===== config.mk =====
export PLATFORM = sky130hd
export DESIGN_NAME = polygon_perimeter
export DESIGN_NICKNAME = d
export VERILOG_FILES = /design/src/design/pp_pkg.sv /design/src/design/pp_front.sv /design/src/design/pp_queue.sv /design/src/design/pp_back.sv /design/src/design/polygon_perimeter.sv
export SDC_FILE = /design/constraint.sdc
export NUM_CORES = 2
export LEC_CHECK = 0
export BUFFER_PORTS_ARGS = -buffer_cell sky130_fd_sc_hd__buf_2
export CAP_MARGIN = 20
export CORE_UTILIZATION = 60
export DETAILED_ROUTE_END_ITERATION = 10
export PLACE_DENSITY = 0.77
export SLEW_MARGIN = 20
export SYNTH_ARGS = -nofsm -noshare
export SYNTH_HDL_FRONTEND = slang
export SYNTH_HIERARCHICAL = 1
export SYNTH_SLANG_ARGS = --single-unit

===== constraint.sdc =====
create_clock -name clk -period 21.4 [get_ports clk]
set_clock_uncertainty 0.1 [all_clocks]
set_input_delay 2.14 -clock clk [delete_from_list [all_inputs] [get_ports clk]]
set_output_delay 2.14 -clock clk [all_outputs]
set_load 0.1 [all_outputs]

===== src/design/pp_pkg.sv =====
// ----------------------------------------------------------------------------
// pp_pkg: shared types for the polygon perimeter block
// Word layouts of the vertex and result channels and of the edge jobs that
// pass from the front end to the back end.
// ----------------------------------------------------------------------------
package pp_pkg;

	// coordinate and result widths fixed by the channel words
	localparam int COORD_BITS  = 24;
	localparam int PERIM_BITS  = 48;
	// edge job queue depth between front and back
	localparam int JOB_Q_DEPTH = 2;

	// input word: one vertex
	typedef struct packed {
		logic signed [COORD_BITS-1:0] x_coord;
		logic signed [COORD_BITS-1:0] y_coord;
		logic                         is_last;
	} vertex_t;

	// output word: one perimeter
	typedef struct packed {
		logic [PERIM_BITS-1:0] perimeter;
		logic                  saturated;
	} result_t;

	// edge job: absolute coordinate differences, closing edge ends the polygon
	typedef struct packed {
		logic [COORD_BITS-1:0] dx;
		logic [COORD_BITS-1:0] dy;
		logic                  closing;
	} edge_job_t;

endpackage


===== src/design/pp_front.sv =====
// ----------------------------------------------------------------------------
// pp_front: vertex intake and edge classification
// Takes one vertex word, keeps the first and previous vertex, makes an edge
// job to any previous vertex and, for a last vertex, the closing edge job.
// ----------------------------------------------------------------------------
module pp_front import pp_pkg::*; (
	input  logic      clk,
	input  logic      arst_n,
	input  logic      push,
	output logic      full,
	input  vertex_t   vertex,
	output logic      job_push,
	output edge_job_t job,
	input  logic      job_full
);

	logic                         valid_s1;
	vertex_t                      vtx_s1;
	logic                         phase_q;
	logic                         have_first_q;
	logic signed [COORD_BITS-1:0] first_x_q;
	logic signed [COORD_BITS-1:0] first_y_q;
	logic signed [COORD_BITS-1:0] prev_x_q;
	logic signed [COORD_BITS-1:0] prev_y_q;
	logic signed [COORD_BITS-1:0] ref_x;
	logic signed [COORD_BITS-1:0] ref_y;
	logic                         accept;
	logic                         step_done;

	// absolute difference, always fits the coordinate width unsigned
	function automatic logic [COORD_BITS-1:0] abs_diff(
		input logic signed [COORD_BITS-1:0] a,
		input logic signed [COORD_BITS-1:0] b
	);
		logic signed [COORD_BITS:0] d;
		logic        [COORD_BITS:0] m;
		d = {a[COORD_BITS-1], a} - {b[COORD_BITS-1], b};
		m = d[COORD_BITS] ? (~d + 1'b1) : d;
		return m[COORD_BITS-1:0];
	endfunction

	assign full   = valid_s1;
	assign accept = push && !valid_s1;

	// phase 0 measures against the previous vertex, phase 1 closes to the first
	assign ref_x       = phase_q ? first_x_q : prev_x_q;
	assign ref_y       = phase_q ? first_y_q : prev_y_q;
	assign job.dx      = abs_diff(vtx_s1.x_coord, ref_x);
	assign job.dy      = abs_diff(vtx_s1.y_coord, ref_y);
	assign job.closing = phase_q;

	// opening vertex of a polygon makes no edge in phase 0
	assign job_push  = valid_s1 && (phase_q || have_first_q) && !job_full;
	assign step_done = job_push || (valid_s1 && !phase_q && !have_first_q);

	// vertex holding register and classification sequence
	always_ff @(posedge clk or negedge arst_n) begin
		if (!arst_n) begin
			valid_s1     <= 1'b0;
			phase_q      <= 1'b0;
			have_first_q <= 1'b0;
		end else begin
			if (accept) begin
				valid_s1 <= 1'b1;
				phase_q  <= 1'b0;
			end else if (step_done) begin
				if (!phase_q) begin
					have_first_q <= 1'b1;
					if (vtx_s1.is_last) begin
						phase_q <= 1'b1;
					end else begin
						valid_s1 <= 1'b0;
					end
				end else begin
					have_first_q <= 1'b0;
					phase_q      <= 1'b0;
					valid_s1     <= 1'b0;
				end
			end
		end
	end

	// vertex payload and polygon corner registers
	always_ff @(posedge clk) begin
		if (accept) begin
			vtx_s1 <= vertex;
		end
		if (step_done && !phase_q) begin
			prev_x_q <= vtx_s1.x_coord;
			prev_y_q <= vtx_s1.y_coord;
			if (!have_first_q) begin
				first_x_q <= vtx_s1.x_coord;
				first_y_q <= vtx_s1.y_coord;
			end
		end
	end

endmodule


===== src/design/pp_queue.sv =====
// ----------------------------------------------------------------------------
// pp_queue: edge job queue
// Short register queue that decouples edge classification from the
// square-root back end.
// ----------------------------------------------------------------------------
module pp_queue import pp_pkg::*; (
	input  logic      clk,
	input  logic      arst_n,
	input  logic      wr_en,
	input  edge_job_t wr_job,
	output logic      q_full,
	input  logic      rd_en,
	output edge_job_t rd_job,
	output logic      q_empty
);

	localparam int PTR_BITS = (JOB_Q_DEPTH > 1) ? $clog2(JOB_Q_DEPTH) : 1;
	localparam int CNT_BITS = $clog2(JOB_Q_DEPTH + 1);

	edge_job_t           slot_q [JOB_Q_DEPTH];
	logic [PTR_BITS-1:0] wr_ptr_q;
	logic [PTR_BITS-1:0] rd_ptr_q;
	logic [CNT_BITS-1:0] count_q;
	logic                do_wr;
	logic                do_rd;

	assign q_full  = (count_q == CNT_BITS'(JOB_Q_DEPTH));
	assign q_empty = (count_q == '0);
	assign do_wr   = wr_en && !q_full;
	assign do_rd   = rd_en && !q_empty;
	assign rd_job  = slot_q[rd_ptr_q];

	// pointers and fill count
	always_ff @(posedge clk or negedge arst_n) begin
		if (!arst_n) begin
			wr_ptr_q <= '0;
			rd_ptr_q <= '0;
			count_q  <= '0;
		end else begin
			if (do_wr) begin
				wr_ptr_q <= (wr_ptr_q == PTR_BITS'(JOB_Q_DEPTH - 1)) ? '0 : wr_ptr_q + 1'b1;
			end
			if (do_rd) begin
				rd_ptr_q <= (rd_ptr_q == PTR_BITS'(JOB_Q_DEPTH - 1)) ? '0 : rd_ptr_q + 1'b1;
			end
			if (do_wr && !do_rd) begin
				count_q <= count_q + 1'b1;
			end else if (do_rd && !do_wr) begin
				count_q <= count_q - 1'b1;
			end
		end
	end

	// job storage
	always_ff @(posedge clk) begin
		if (do_wr) begin
			slot_q[wr_ptr_q] <= wr_job;
		end
	end

endmodule


===== src/design/pp_back.sv =====
// ----------------------------------------------------------------------------
// pp_back: edge length and perimeter accumulation
// Squares the edge differences, takes a bit-serial integer square root,
// adds the length to a saturating sum and emits the perimeter word on the
// closing edge.
// ----------------------------------------------------------------------------
module pp_back import pp_pkg::*; #(
	parameter int SUM_BITS = 48
) (
	input  logic      clk,
	input  logic      arst_n,
	input  logic      job_empty,
	output logic      job_pop,
	input  edge_job_t job,
	output result_t   result,
	output logic      empty,
	input  logic      pop
);

	localparam int SQ_BITS   = 2 * COORD_BITS;
	localparam int RAD_BITS  = 2 * COORD_BITS + 2;
	localparam int ROOT_BITS = COORD_BITS + 1;
	localparam int REM_BITS  = ROOT_BITS + 2;
	localparam int CNT_BITS  = $clog2(ROOT_BITS);

	typedef enum logic [4:0] {
		ST_IDLE = 5'b00001,
		ST_MUL  = 5'b00010,
		ST_ADD  = 5'b00100,
		ST_ROOT = 5'b01000,
		ST_ACC  = 5'b10000
	} back_state_t;

	back_state_t           state_q;
	logic [COORD_BITS-1:0] dx_q;
	logic [COORD_BITS-1:0] dy_q;
	logic                  closing_q;
	logic [SQ_BITS-1:0]    sqx_q;
	logic [SQ_BITS-1:0]    sqy_q;
	logic [SQ_BITS-1:0]    sqx;
	logic [SQ_BITS-1:0]    sqy;
	logic [RAD_BITS-1:0]   rad_q;
	logic [REM_BITS-1:0]   rem_q;
	logic [ROOT_BITS-1:0]  root_q;
	logic [CNT_BITS-1:0]   cnt_q;
	logic [SUM_BITS-1:0]   sum_q;
	logic                  clamp_q;
	logic                  out_valid_q;
	result_t               out_q;
	logic [REM_BITS-1:0]   rem_shift;
	logic [REM_BITS-1:0]   trial;
	logic                  bit_set;
	logic [SUM_BITS:0]     sum_ext;
	logic [SUM_BITS-1:0]   new_sum;
	logic                  new_clamp;
	logic [63:0]           sum_wide;
	logic                  emit;

	assign job_pop = (state_q == ST_IDLE) && !job_empty;
	assign empty   = !out_valid_q;
	assign result  = out_q;

	// squares of the differences
	assign sqx = dx_q * dx_q;
	assign sqy = dy_q * dy_q;

	// one root bit per cycle: bring down two radicand bits, trial subtract
	assign rem_shift = {rem_q[REM_BITS-3:0], rad_q[RAD_BITS-1 -: 2]};
	assign trial     = {root_q, 2'b01};
	assign bit_set   = (rem_shift >= trial);

	// saturating accumulate
	assign sum_ext   = {1'b0, sum_q} + (SUM_BITS + 1)'(root_q);
	assign new_sum   = sum_ext[SUM_BITS] ? '1 : sum_ext[SUM_BITS-1:0];
	assign new_clamp = clamp_q | sum_ext[SUM_BITS];
	assign sum_wide  = 64'(new_sum);
	assign emit      = (state_q == ST_ACC) && closing_q && (!out_valid_q || pop);

	// sequencer, sum and output word valid
	always_ff @(posedge clk or negedge arst_n) begin
		if (!arst_n) begin
			state_q     <= ST_IDLE;
			sum_q       <= '0;
			clamp_q     <= 1'b0;
			out_valid_q <= 1'b0;
		end else begin
			if (pop && !emit) begin
				out_valid_q <= 1'b0;
			end
			unique case (state_q)
				ST_IDLE: begin
					if (!job_empty) begin
						state_q <= ST_MUL;
					end
				end
				ST_MUL: begin
					state_q <= ST_ADD;
				end
				ST_ADD: begin
					state_q <= ST_ROOT;
				end
				ST_ROOT: begin
					if (cnt_q == '0) begin
						state_q <= ST_ACC;
					end
				end
				ST_ACC: begin
					if (!closing_q) begin
						sum_q   <= new_sum;
						clamp_q <= new_clamp;
						state_q <= ST_IDLE;
					end else if (emit) begin
						sum_q       <= '0;
						clamp_q     <= 1'b0;
						out_valid_q <= 1'b1;
						state_q     <= ST_IDLE;
					end
				end
				default: begin
					state_q <= ST_IDLE;
				end
			endcase
		end
	end

	// datapath registers
	always_ff @(posedge clk) begin
		if (job_pop) begin
			dx_q      <= job.dx;
			dy_q      <= job.dy;
			closing_q <= job.closing;
		end
		if (state_q == ST_MUL) begin
			sqx_q <= sqx;
			sqy_q <= sqy;
		end
		if (state_q == ST_ADD) begin
			rad_q  <= RAD_BITS'(sqx_q) + RAD_BITS'(sqy_q);
			rem_q  <= '0;
			root_q <= '0;
			cnt_q  <= CNT_BITS'(ROOT_BITS - 1);
		end
		if (state_q == ST_ROOT) begin
			rad_q  <= {rad_q[RAD_BITS-3:0], 2'b00};
			rem_q  <= bit_set ? (rem_shift - trial) : rem_shift;
			root_q <= {root_q[ROOT_BITS-2:0], bit_set};
			cnt_q  <= cnt_q - 1'b1;
		end
		if (emit) begin
			out_q.perimeter <= sum_wide[PERIM_BITS-1:0];
			out_q.saturated <= new_clamp;
		end
	end

endmodule


===== src/design/polygon_perimeter.sv =====
// path: the front end turns a vertex word into edge jobs, the edge job queue holds
//   them, and the back end takes each edge through MUL, ADD, ROOT and ACC
// pacing: one edge at a time, set by the 25-step bit-serial square root
//   in the back end; a last vertex also adds the closing edge, a first one no edge
// reset: arst_n clears all control state, empty goes high, no polygon is open
// ----------------------------------------------------------------------------
// polygon_perimeter: Euclidean perimeter of a closed polygon
// Front end classifies vertex words into edge jobs, a short queue feeds the
// square-root back end, which sums edge lengths and emits the perimeter.
// ----------------------------------------------------------------------------
module polygon_perimeter import pp_pkg::*; #(
	parameter int SUM_BITS = 48
) (
	input  logic    clk,
	input  logic    arst_n,
	input  logic    push,
	output logic    full,
	input  vertex_t vertex,
	output logic    empty,
	input  logic    pop,
	output result_t result
);

	logic      fe_push;
	edge_job_t fe_job;
	logic      q_full;
	logic      q_empty;
	logic      be_pop;
	edge_job_t q_job;

	// vertex intake
	pp_front u_front (
		.clk      (clk),
		.arst_n   (arst_n),
		.push     (push),
		.full     (full),
		.vertex   (vertex),
		.job_push (fe_push),
		.job      (fe_job),
		.job_full (q_full)
	);

	// edge job queue
	pp_queue u_queue (
		.clk     (clk),
		.arst_n  (arst_n),
		.wr_en   (fe_push),
		.wr_job  (fe_job),
		.q_full  (q_full),
		.rd_en   (be_pop),
		.rd_job  (q_job),
		.q_empty (q_empty)
	);

	// length and sum
	pp_back #(
		.SUM_BITS (SUM_BITS)
	) u_back (
		.clk       (clk),
		.arst_n    (arst_n),
		.job_empty (q_empty),
		.job_pop   (be_pop),
		.job       (q_job),
		.result    (result),
		.empty     (empty),
		.pop       (pop)
	);

endmodule


==> flow_summary.toml <==
[outcome]
status = "completed"

[die]
core_um2 = 104000
rows = 118
initial_core_util_pct = 60.7
io_pins = 104
die_area_um2 = 106000
die_h_um = 326
die_w_um = 326

[logic_synthesis]
yosys.area_share.simple_pct = 10.8
synth_top_family_by_area = "adder cells"
synth_top_cell_by_area = "fa_1"
avgSynthCellArea_um2 = 10.4
ys_warn_count = 6
syn_nets = 7454
synth-compound-area-share_pct = 9.26
ys_async_sr_fraction_pct = 10.3
syn_inst = 6053
ys.flop_type = "edfxtp_1"
synth-seq-cells = 602
synth_edf_count = 538
mappedNetlistArea_um2 = 63000
yosysTopAreaCellShare_pct = 26.9
synth_xor_area_share_pct = 3.47
synthTopCellsByArea = "fa_1 27%, edfxtp_1 26%, ha_1 9.9%, inv_1 7.6%, nand2_1 3.1%"
synth.distinct_cells = 103
yosysSeqAreaShare_pct = 28.2
synthMuxAreaShare_pct = 2.50
synthAdderAreaFrac_pct = 36.9

[setup_path]
crit_chain = "nand2_1, fa_1, inv_1, fa_1, inv_1, fa_1, fa_1, inv_1, fa_1, fa_1, inv_1, fa_1, inv_1, ha_1, a21oi_1, o221ai_1, a21oi_1, o21ai_0, a211oi_1, nor2_1, a221oi_1, nor2_1, a311oi_1"
cp_slowest_stage_delay_ns = 1.07
crit_buf_inv = 5
critPathArrivalTime_ns = 8.56
worstSetupPathType = "register to register"
cp_top_family = "adder cells"
cp-start-kind = "register"
cp-end-kind = "register"
cp_slowest_cell = "edfxtp_1"
critPathRequiredTime_ns = 21.76
crit_top_cell = "fa_1"
critPathMaxFanout = 25

[global_route]
grt_start_max_net_pins = 74
grt_use_total_pct = 25.8
first_global_vias = 45100
antenna_found_initial = 1
grt_pass1_wl_um = 223000
grt.overflow.total = 0

[job]
drv_cap = 0

[cts]
cts_made_buffers = 61
cts_tree = "yes"
cts_resized = 0
path_clk_slew_ns = 0.06
post_cts_buffers = 0
clock_path_buffers = 3
ctsHoldBuffers = 0
clock-sinks = 602
cts_htree_levels = 2
cts-root-buf = "clkbuf_16"
clock_latency_ns = 0.68

[place]
io_buffers = 103
dpl.hpwl_um = 103000
routabilityCongestion = 0.918

[detailed_routing]
post-route-drc-count = 0
drt-initial-drc-count = 2759
dr_total_vias = 42500
antenna_left = 0
wl_per_cell_um = 17.6
drt-total-wl_um = 133000
vias_per_cell = 5.64
drt_pass1_iterations = 6

[finish]
diodes = 0
layout-drive-gt1-share_pct = 6.49
fillers = 8058
area_growth_pct = 6.41
nets = 7496
final_core_util_pct = 64.6

[sta]
rsz0062_at_grt = "no"
tightest_slew_ns = 1.12
setup_viol = 0
fmax_mhz = 122
finalCritPeriodShare_pct = 38.3
slew_violations = 0
finalSetupTns_ns = 0
maxSlewHeadroom_pct = 24.9
finalHoldViolCount = 0
period_minus_slack_ns = 8.19

[min_path]
hold_class = "register to register"
==> routing by layer <==
metal	track usage [%]	vias to the layer above	share of wire, %
met5	0	-	0.0098
met4	7.15	2	2.7
met3	2.74	264	4.8
met2	46.4	1196	52
met1	32.9	21300	41
li1	-	19700	-
==> worst min-delay path: stages (launching register included) <==
cell and delay [ns]:
dfxtp_1 0.31, nand2_1 0.05, a21oi_1 0.06
==> stage by stage <==
stage	setup WS [ns]	instance area [um^2]	cells	hold WS [ns]
final	13.21	67100	7527	0.378
after global placement	13.54	64900	7410	0.344
after floorplan	12.72	63000	6053	0.337
after CTS	13.31	67100	7527	0.373
after global routing	12.84	67100	7527	0.408
after detailed placement	13.32	64900	7412	0.365
==> final timing paths <==
path | slack [ns] | cells after the start | to | start
worst max-delay path | 13.21 | 23 | u_back/sqy_q[46] | u_back/dy_q[5]
worst min-delay path | 0.38 | 2 | u_back/rad_q[1] | u_back/rad_q[1]
worst max register to register | 13.21 | 23 | u_back/sqy_q[46] | u_back/dy_q[5]
worst min register to register | 0.38 | 2 | u_back/rad_q[1] | u_back/rad_q[1]
max in group asynchronous | 18.94 | 2 | u_queue/rd_ptr_q | arst_n
min in group asynchronous | 1.61 | 2 | u_back/sum_q[7] | arst_n
==> kinds of logic (layout without fill, tap and decap cells) <==
| group | count (synthesis) | after routing |
|---|---|---|
| adders and majority gates | 1348 | 1348 |
| and+or+nand+nor | 1394 | 1394 |
| DFF | 602 | 602 |
| AOI/OAI and AO/OA | 872 | 872 |
| buffers and inverters | 1455 | 1549 |
| xor gates and xnor gates | 250 | 250 |
| muxes | 132 | 132 |
==> sequential cells by signal (all words and copies together) (netlist names), 2 cells and up <==
name / count
u_queue/slot_q: 98
u_queue/count_q: 2
u_back/root_q: 25
u_back/dy_q: 24
u_front/first_y_q: 24
u_front/prev_x_q: 24
u_back/sqy_q: 47
u_back/cnt_q: 5
u_back/sum_q: 48
u_back/sqx_q: 47
u_front/prev_y_q: 24
u_back/rem_q: 25
u_back/rad_q: 50
u_back/result: 49
u_front/first_x_q: 24
u_front/vtx_s1: 49
u_back/dx_q: 24
u_back/state_q: 5
==> Yosys cell counts, types with 43 or more instances <==
cell type	instances
a21oi_1	231
mux2_4	49
clkbuf_1	150
nor2_1	237
xor2_1	87
nor2b_1	44
fa_1	848
nand2_1	522
a21o_1	124
ha_1	500
edfxtp_1	538
o21ai_0	165
nor3_1	58
and2_1	249
nand3_1	80
dfrtp_1	61
inv_1	1275
xnor2_1	163
o21a_1	43
mux2i_1	75
==> cell type report <==
cell class	count	area (um^2)	area share [%]
multi-input combinational	3996	39700	59.2
sequential	602	17800	26.5
inverter	1275	4790	7.13
tap	1380	1730	2.57
clock buffer	78	1650	2.46
timing repair buffer	159	968	1.44
clock inverter	37	488	0.727
==> layout by cell type, fill, tap and decap left out, types with 103 or more instances in the layout <==
cell type and instances:
nand2_1 521, fa_1 848, edfxtp_1 538, xnor2_1 163
o21ai_0 165, a21o_1 124, a21oi_1 230, ha_1 500
inv_1 1275, nor2_1 234, and2_1 248, buf_2 103
Power is left out: the tool's default activity adds up to more than one toggle a clock period on the data nets, which glitch-free logic cannot reach.
